## config.mk

```make
export PLATFORM = sky130hd
export DESIGN_NAME = weighted_random_select_sum_tree_core
export DESIGN_NICKNAME = d
export VERILOG_FILES = /design/src/design/wrss_pkg.sv /design/src/design/wrss_ram.sv /design/src/design/weighted_random_select_sum_tree_core.sv
export SDC_FILE = /design/constraint.sdc
export NUM_CORES = 1
export LEC_CHECK = 0
export ABC_AREA = 1
export BUFFER_PORTS_ARGS = -buffer_cell sky130_fd_sc_hd__buf_2
export CORE_MARGIN = 5
export CORE_UTILIZATION = 45
export DETAILED_ROUTE_END_ITERATION = 7
export PLACE_DENSITY = 0.58
export SLEW_MARGIN = 20
export SYNTH_ARGS = -nofsm -noshare
export SYNTH_HDL_FRONTEND = slang
export SYNTH_SLANG_ARGS = --single-unit
```

## constraint.sdc

```tcl
create_clock -name clk -period 5.6 [get_ports clk]
set_clock_uncertainty 0.1 [all_clocks]
set_input_delay 0.28 -clock clk [delete_from_list [all_inputs] [get_ports clk]]
set_output_delay 0.28 -clock clk [all_outputs]
set_load 0.05 [all_outputs]
```

## src/design/wrss_pkg.sv

```systemverilog
`timescale 1ns / 1ps
// Shared types and constants for the weighted random select sum tree.
// Used by weighted_random_select_sum_tree_core; depends on nothing.
package wrss_pkg;

    localparam int ENTRIES_DEFAULT      = 16;
    localparam int WEIGHT_WIDTH_DEFAULT = 16;

    // Fixed field widths of the item ports.
    localparam int ACTION_W = 2;
    localparam int INDEX_W  = 4;
    localparam int WEIGHT_W = 16;
    localparam int RANDOM_W = 32;
    localparam int TOTAL_W  = 20;
    localparam int STATUS_W = 2;

    localparam logic [ACTION_W-1:0] ACT_INSERT = 2'd0;
    localparam logic [ACTION_W-1:0] ACT_ADJUST = 2'd1;
    localparam logic [ACTION_W-1:0] ACT_DRAW   = 2'd2;

    typedef enum logic [STATUS_W-1:0] {
        STAT_OK     = 2'd0,
        STAT_DUP    = 2'd1,
        STAT_ABSENT = 2'd2,
        STAT_EMPTY  = 2'd3
    } status_t;

    typedef enum logic [2:0] {
        S_CLEAR,
        S_IDLE,
        S_UPD_RD,
        S_UPD_WR,
        S_DIV,
        S_DESC_RD,
        S_DESC_CMP,
        S_DONE
    } state_t;

endpackage

```

## src/design/wrss_ram.sv

```systemverilog
`timescale 1ns / 1ps
// Generic single write port, single read port RAM with a registered read.
// Stand-alone; no package dependency.
module wrss_ram #(
    parameter int WIDTH = 8,
    parameter int DEPTH = 32
) (
    input  logic                     clk,
    input  logic                     we,
    input  logic [$clog2(DEPTH)-1:0] waddr,
    input  logic [WIDTH-1:0]         wdata,
    input  logic [$clog2(DEPTH)-1:0] raddr,
    output logic [WIDTH-1:0]         rdata
);

    logic [WIDTH-1:0] mem [DEPTH];

    always_ff @(posedge clk)
    begin
        if (we)
        begin
            mem[waddr] <= wdata;
        end
        rdata <= mem[raddr];
    end

endmodule

```

## src/design/weighted_random_select_sum_tree_core.sv

```systemverilog
`timescale 1ns / 1ps
// Weighted random selection over a table of entries held as a binary sum tree.
// Depends on wrss_pkg and on wrss_ram, which holds the node sums.
//
// The block keeps ENTRIES weights as the leaves of a complete binary sum tree
// (node 1 is the root, node k has children 2k and 2k+1, entry i sits at leaf
// ENTRIES+i) in a single RAM. An insert or adjust writes the leaf and then
// walks up to the root, reading the sibling of the current node and writing
// the parent as the running sum plus that sibling. A draw first reduces
// random_value modulo the root total with a restoring divider that retires
// one bit per cycle, then descends from the root, reading the left child and
// comparing once per level. Every item returns exactly one result transfer.
// The block handles one item at a time: in_ready is high only while it waits
// for a new item, but a finished result sits in an output register, so the
// next item may be transferred in while the previous result still waits for
// out_ready. After reset the block sweeps the RAM to zero, one node a cycle,
// and holds in_ready low until that pass is over. Status reports a duplicate
// insert, an insert or adjust of an out-of-range entry, an adjust of an
// absent entry, and a draw on an empty total; total_weight is always the
// root sum after the action, truncated to 20 bits.
module weighted_random_select_sum_tree_core #(
    parameter int ENTRIES      = wrss_pkg::ENTRIES_DEFAULT,
    parameter int WEIGHT_WIDTH = wrss_pkg::WEIGHT_WIDTH_DEFAULT
) (
    input  logic                               clk,
    input  logic                               rst_n,

    input  logic                               in_valid,
    output logic                               in_ready,
    input  logic [wrss_pkg::ACTION_W-1:0]      action,
    input  logic [wrss_pkg::INDEX_W-1:0]       entry_index,
    input  logic [wrss_pkg::WEIGHT_W-1:0]      weight,
    input  logic [wrss_pkg::RANDOM_W-1:0]      random_value,

    output logic                               out_valid,
    input  logic                               out_ready,
    output logic [wrss_pkg::INDEX_W-1:0]       selected_index,
    output logic [wrss_pkg::STATUS_W-1:0]      status,
    output logic [wrss_pkg::TOTAL_W-1:0]       total_weight
);

    import wrss_pkg::*;

    // Only the low bits of the weight port that both the port and the
    // parameter allow reach the tree.
    localparam int W_EFF  = (WEIGHT_WIDTH < WEIGHT_W) ? WEIGHT_WIDTH : WEIGHT_W;
    localparam int SUM_W  = W_EFF + $clog2(ENTRIES);
    localparam int DEPTH  = 2 * ENTRIES;
    localparam int NODE_W = $clog2(DEPTH);
    // The entry index port reaches at most sixteen entries, so only those
    // can ever be marked present.
    localparam int PRES_N = (ENTRIES < (1 << INDEX_W)) ? ENTRIES : (1 << INDEX_W);
    localparam int PRES_W = $clog2(PRES_N);
    localparam int CNT_W  = $clog2(RANDOM_W);

    state_t                state_reg, state_next;
    logic [NODE_W-1:0]     node_reg, node_next;
    logic [SUM_W-1:0]      carry_reg, carry_next;
    logic [SUM_W-1:0]      rem_reg, rem_next;
    logic [SUM_W-1:0]      root_reg, root_next;
    logic [RANDOM_W-1:0]   rnd_reg, rnd_next;
    logic [CNT_W-1:0]      cnt_reg, cnt_next;
    logic [PRES_N-1:0]     present_reg, present_next;
    logic [INDEX_W-1:0]    sel_reg, sel_next;
    status_t               stat_reg, stat_next;

    logic                  out_valid_reg, out_valid_next;
    logic [INDEX_W-1:0]    out_sel_reg, out_sel_next;
    status_t               out_stat_reg, out_stat_next;
    logic [TOTAL_W-1:0]    out_total_reg, out_total_next;

    // RAM access, driven by the sequencer.
    logic                  ram_we;
    logic [NODE_W-1:0]     ram_waddr;
    logic [SUM_W-1:0]      ram_wdata;
    logic [NODE_W-1:0]     ram_raddr;
    logic [SUM_W-1:0]      ram_rdata;

    logic                  in_xfer;
    logic                  idx_ok;
    logic [PRES_W-1:0]     pidx;
    logic [NODE_W-1:0]     leaf_addr;
    logic [SUM_W:0]        rem_shift;
    logic [SUM_W-1:0]      up_sum;
    logic [NODE_W-1:0]     parent;

    wrss_ram #(
        .WIDTH (SUM_W),
        .DEPTH (DEPTH)
    ) u_node_ram (
        .clk   (clk),
        .we    (ram_we),
        .waddr (ram_waddr),
        .wdata (ram_wdata),
        .raddr (ram_raddr),
        .rdata (ram_rdata)
    );

    assign in_ready  = (state_reg == S_IDLE);
    assign in_xfer   = in_valid && in_ready;
    assign idx_ok    = (32'(entry_index) < ENTRIES);
    assign pidx      = entry_index[PRES_W-1:0];
    assign leaf_addr = NODE_W'(ENTRIES) + NODE_W'(entry_index);

    // One bit of the restoring division: shift in the next random bit.
    assign rem_shift = {rem_reg, rnd_reg[RANDOM_W-1]};
    assign up_sum    = carry_reg + ram_rdata;
    assign parent    = node_reg >> 1;

    always_ff @(posedge clk or negedge rst_n)
    begin
        if (!rst_n)
        begin
            state_reg     <= S_CLEAR;
            node_reg      <= '0;
            root_reg      <= '0;
            cnt_reg       <= '0;
            present_reg   <= '0;
            out_valid_reg <= 1'b0;
        end
        else
        begin
            state_reg     <= state_next;
            node_reg      <= node_next;
            root_reg      <= root_next;
            cnt_reg       <= cnt_next;
            present_reg   <= present_next;
            out_valid_reg <= out_valid_next;
        end
    end

    always_ff @(posedge clk)
    begin
        carry_reg     <= carry_next;
        rem_reg       <= rem_next;
        rnd_reg       <= rnd_next;
        sel_reg       <= sel_next;
        stat_reg      <= stat_next;
        out_sel_reg   <= out_sel_next;
        out_stat_reg  <= out_stat_next;
        out_total_reg <= out_total_next;
    end

    always_comb
    begin
        state_next     = state_reg;
        node_next      = node_reg;
        carry_next     = carry_reg;
        rem_next       = rem_reg;
        rnd_next       = rnd_reg;
        cnt_next       = cnt_reg;
        present_next   = present_reg;
        sel_next       = sel_reg;
        stat_next      = stat_reg;
        out_valid_next = out_valid_reg;
        out_sel_next   = out_sel_reg;
        out_stat_next  = out_stat_reg;
        out_total_next = out_total_reg;
        ram_we         = 1'b0;
        ram_waddr      = node_reg;
        ram_wdata      = '0;
        ram_raddr      = node_reg;

        if (out_valid_reg && out_ready)
        begin
            out_valid_next = 1'b0;
        end

        unique case (state_reg)
            S_CLEAR:
            begin
                ram_we    = 1'b1;
                ram_waddr = node_reg;
                ram_wdata = '0;
                node_next = node_reg + 1'b1;
                if (node_reg == NODE_W'(DEPTH - 1))
                begin
                    state_next = S_IDLE;
                end
            end

            S_IDLE:
            begin
                if (in_xfer)
                begin
                    sel_next   = '0;
                    stat_next  = STAT_OK;
                    state_next = S_DONE;
                    unique case (action) inside
                        ACT_INSERT, ACT_ADJUST:
                        begin
                            if (!idx_ok)
                            begin
                                stat_next = STAT_ABSENT;
                            end
                            else if (action == ACT_INSERT && present_reg[pidx])
                            begin
                                stat_next = STAT_DUP;
                            end
                            else if (action == ACT_ADJUST && !present_reg[pidx])
                            begin
                                stat_next = STAT_ABSENT;
                            end
                            else
                            begin
                                present_next[pidx] = 1'b1;
                                ram_we     = 1'b1;
                                ram_waddr  = leaf_addr;
                                ram_wdata  = SUM_W'(weight[W_EFF-1:0]);
                                carry_next = SUM_W'(weight[W_EFF-1:0]);
                                node_next  = leaf_addr;
                                state_next = S_UPD_RD;
                            end
                        end
                        ACT_DRAW:
                        begin
                            if (root_reg == '0)
                            begin
                                stat_next = STAT_EMPTY;
                            end
                            else
                            begin
                                rem_next   = '0;
                                rnd_next   = random_value;
                                cnt_next   = '0;
                                state_next = S_DIV;
                            end
                        end
                        default:
                        begin
                            stat_next = STAT_OK;
                        end
                    endcase
                end
            end

            S_UPD_RD:
            begin
                if (node_reg == NODE_W'(1))
                begin
                    state_next = S_DONE;
                end
                else
                begin
                    ram_raddr  = node_reg ^ NODE_W'(1);
                    state_next = S_UPD_WR;
                end
            end

            S_UPD_WR:
            begin
                ram_we     = 1'b1;
                ram_waddr  = parent;
                ram_wdata  = up_sum;
                carry_next = up_sum;
                node_next  = parent;
                state_next = S_UPD_RD;
            end

            S_DIV:
            begin
                if (rem_shift >= {1'b0, root_reg})
                begin
                    rem_next = SUM_W'(rem_shift - {1'b0, root_reg});
                end
                else
                begin
                    rem_next = SUM_W'(rem_shift);
                end
                rnd_next = rnd_reg << 1;
                cnt_next = cnt_reg + 1'b1;
                if (cnt_reg == CNT_W'(RANDOM_W - 1))
                begin
                    node_next  = NODE_W'(1);
                    state_next = S_DESC_RD;
                end
            end

            S_DESC_RD:
            begin
                if (32'(node_reg) >= ENTRIES)
                begin
                    sel_next   = INDEX_W'(node_reg - NODE_W'(ENTRIES));
                    state_next = S_DONE;
                end
                else
                begin
                    ram_raddr  = node_reg << 1;
                    state_next = S_DESC_CMP;
                end
            end

            S_DESC_CMP:
            begin
                // Below the left sum goes left, else skip over it and go right.
                if (rem_reg < ram_rdata)
                begin
                    node_next = node_reg << 1;
                end
                else
                begin
                    rem_next  = rem_reg - ram_rdata;
                    node_next = (node_reg << 1) | NODE_W'(1);
                end
                state_next = S_DESC_RD;
            end

            S_DONE:
            begin
                if (!out_valid_reg || out_ready)
                begin
                    out_valid_next = 1'b1;
                    out_sel_next   = sel_reg;
                    out_stat_next  = stat_reg;
                    out_total_next = TOTAL_W'(root_reg);
                    state_next     = S_IDLE;
                end
            end

            default:
            begin
                state_next = S_IDLE;
            end
        endcase

        // The root sum is mirrored in a register so that draws and results
        // see it without a RAM read.
        root_next = root_reg;
        if (ram_we && ram_waddr == NODE_W'(1))
        begin
            root_next = ram_wdata;
        end
    end

    assign out_valid      = out_valid_reg;
    assign selected_index = out_sel_reg;
    assign status         = out_stat_reg;
    assign total_weight   = out_total_reg;

    // The running remainder stays below the total throughout the modulo.
    a_rem_below_total: assert property (
        @(posedge clk) disable iff (!rst_n)
        (state_reg == S_DIV) |-> (rem_reg < root_reg)
    ) else $error("remainder not below total during modulo");

    // Only a successful draw names an entry.
    a_sel_zero_on_error: assert property (
        @(posedge clk) disable iff (!rst_n)
        (out_valid && status != STAT_OK) |-> (selected_index == '0)
    ) else $error("entry selected on an error result");

    // Presence marks change only as a result of a transferred item.
    a_present_only_on_xfer: assert property (
        @(posedge clk) disable iff (!rst_n)
        !in_xfer |=> $stable(present_reg)
    ) else $error("presence changed without an input transfer");

    // A draw that succeeds never reports an empty total.
    a_ok_draw_nonempty: assert property (
        @(posedge clk) disable iff (!rst_n)
        (state_reg == S_DESC_CMP) |-> (root_reg != '0)
    ) else $error("descent running on an empty tree");

endmodule
```

==> reports/summary.txt <==
Worst hold path depth: 4
Grt total ovfl: 0
Port Buffers: 85
First-pass GRT wire length: 152000 um
Area of the die: 0.0865 mm2
Synth Area in Adders: 2.37%
Highest-count cells in the layout ignoring fill and taps: edfxtp_1 (744), a21oi_1 (405), nand2_1 (353), inv_1 (292), o21ai_0 (283)
Worst slew pin tran: 1.09 ns
Synth Flop Type: edfxtp_1
Routed WL per cell: 22.4 um
Starting Density: 45.2%
Synth area leaders: edfxtp_1 (62%), a21oi_1 (5.6%), o21ai_0 (4.0%), nand2_1 (3.7%), dfrtp_1 (3.4%)
Final cell count without fillers: 4475
Iter 0 DRT Violations: 2367
Synth unique cells: 53
Flops & latches, synth: 814
CP endpoint kind: flip-flop
Synth Area in Compound Gates: 16.3%
CTS clk-pin slew, worst paths: 0.06 ns
Peak VDD IR: 0.411 mV
Hold Crit Start: entry_index[2]
Number of remaining DRC errors: 0
Final setup viols: 0
Critical path data required time: 5.75 ns
Drt total wl: 100000 um
Worst EP arrival: 4.36 ns
Std cell rows: 104
Util after Layout: 51.8%
Endpoint, Worst Hold: present_reg[8]
Seq/Total Area, Yosys: 66.0%
Max_slew headroom: 27.0%
Die W: 294 um
CTS Sinks: 814
Post-Syn Area: 0.0363 mm2
Post-Place Setup Slack: 1.13 ns
Placed insts: 4255
Max_cap viols: 0
XOR/XNOR Fraction of Synth Area: 0.579%
Ys async rst share: 6.14%
Vias in the first global route: 24900
Post-synth EDFFs: 744
RSZ-0062 raised after global routing: false
Pin count of the biggest net entering global routing: 91
CTS resizes: 0
Hpwl dp: 62500 um
Total Routing Usage GR: 22.7%
Largest family of logic cells by synthesized area: compound AO/OA/AOI/OAI gates
Crit Path Max Fanout: 20
Worst hold slack: 0.0218 ns
DRT antenna net count: 0
Setup crit start kind: flip-flop
R2R cell count: 13
Lkg Pwr: 0.0153 uW
HP Class: input pin to flip-flop
Reg2reg start: state_reg[2]
Area growth syn-to-layout: 14.5%
Final worst-path cycle share: 75.2%
Max reg flops: 640
Slew Viols, Final: 0
Synth Area in Simple Gates: 9.20%
Commonest non-fill, non-tap cell in the layout: edfxtp_1
Layout cells sized above 1: 11.7%
Root Buffer: clkbuf_16
Setup ws final: 1.39 ns
Initial antenna violation count: 1
Vias per cell: 5.71
Synth warn: 0
Max clock buf depth: 3
Yosys top cell area share: 61.5%
IO Count: 86
Crit path from: state_reg[2]
Core area: 0.0803 mm2
Leading area contributor after synthesis: edfxtp_1
Outcome: completed
Fin crit period: 4.21 ns
TritonCTS clock tree: yes
FMAX: 0.238 GHz
Crit Path Category: flip-flop to flip-flop
Chip height: 294 um
Post-route setup TNS: 0 ns
Worst skew pair latency: 0.65 ns
R2R setup slack: 1.39 ns
PwrDens: 621 mW/mm2
Mux cell area share after synthesis: 0%
Nets: 3465
DR vias: 25600
Antenna Cells: 0
Cts bufs inserted: 89
Gpl congestion: 0.878
Post-Synthesis Cells: 3212
RR Endpoint: u_node_ram.mem[0][13]
Mean Syn Cell Area: 11.3 um2
Final Hold Viols: 0
CTS H-tree lvls: 3
Net Count, Synth: 3337
Drt pass-1 iters: 5
## area by class of cell
type                    count  area, um2
clock buffers             118       2410
clock inverters            48        462
fillers                  6985      38700
inverters                 303       1140
multi-input cells        1915      10600
flip-flops and latches    814      24000
well taps                1060       1330
repair buffers            217       1670
## report_power, final
group	switching (uW)	internal (uW)	total (uW)	leakage, uW
sequential	428	7960	8380	0.00773
combinational	8290	3390	11700	0.00622
clock	2420	3320	5740	0.00139
total	11100	14700	25800	0.0153
## routing by layer
layer / track usage (%) / up-vias / routed length [um]
met5: 0 / - / 0
met1: 32.9 / 12500 / 44700
met3: 3.35 / 166 / 6530
met2: 36.2 / 916 / 46000
li1: - / 12000 / -
met4: 6.36 / 0 / 2840
## worst max-delay path, stage by stage, from the launching register on
cell	delay, ns
dfrtp_1	0.50
nor2_4	0.22
inv_2	0.08
nor2_4	0.18
inv_2	0.09
nor2_4	0.14
inv_2	0.07
a21oi_4	0.17
nand3_1	0.14
nand3_1	0.11
nand2_1	0.08
nor2_2	0.21
nand3_1	0.61
nor2_2	1.08
## metrics by stage
step	cell area (um2)	total power, uW
6_report	41600	25800
3_3_place_gp	38100	19900
5_1_grt	41600	27400
2_1_floorplan	36300	16200
3_5_place_dp	38100	20000
4_1_cts	41500	25800
## repair_timing
item,in CTS,in global routing
hold buffers,53,0
endpoints found under the hold margin,106,0
setup buffers,0,0
## Yosys cell counts, types with 9 or more instances
library cell	n
dfrtp_1	50
inv_2	9
o21ai_0	293
nand4_1	11
or2_2	9
buf_6	13
buf_2	42
a31o_2	15
a21oi_1	408
nor2_1	121
dfxtp_1	20
nor3_1	12
clkbuf_1	110
ha_1	64
nand2_1	354
and2_1	20
edfxtp_1	744
nand3_1	201
o211ai_1	166
inv_1	292
xor2_1	14
xnor2_1	10
o21ai_1	138
## worst max-delay path by stage
stage | end | slack, ns | cells after the start
2_1_floorplan | u_node_ram.mem[0][0] | 1.88 | 11
3_3_place_gp | u_node_ram.mem[3][8] | 1.13 | 17
3_5_place_dp | u_node_ram.mem[3][8] | 1.13 | 17
4_1_cts | u_node_ram.mem[3][8] | 1.39 | 13
5_1_grt | u_node_ram.mem[17][15] | 1.08 | 15
6_report | u_node_ram.mem[0][13] | 1.39 | 13
## kinds of logic after synthesis
logic type               count (synthesis)
AND/OR/NAND/NOR                        759
XOR/XNOR                                24
buffers and inverters                  483
flip-flops                             814
AO/OA/AOI/OAI                         1065
adder cells (fa/ha/maj)                 67
No activity file was read; power rests on OpenSTA's default activity.
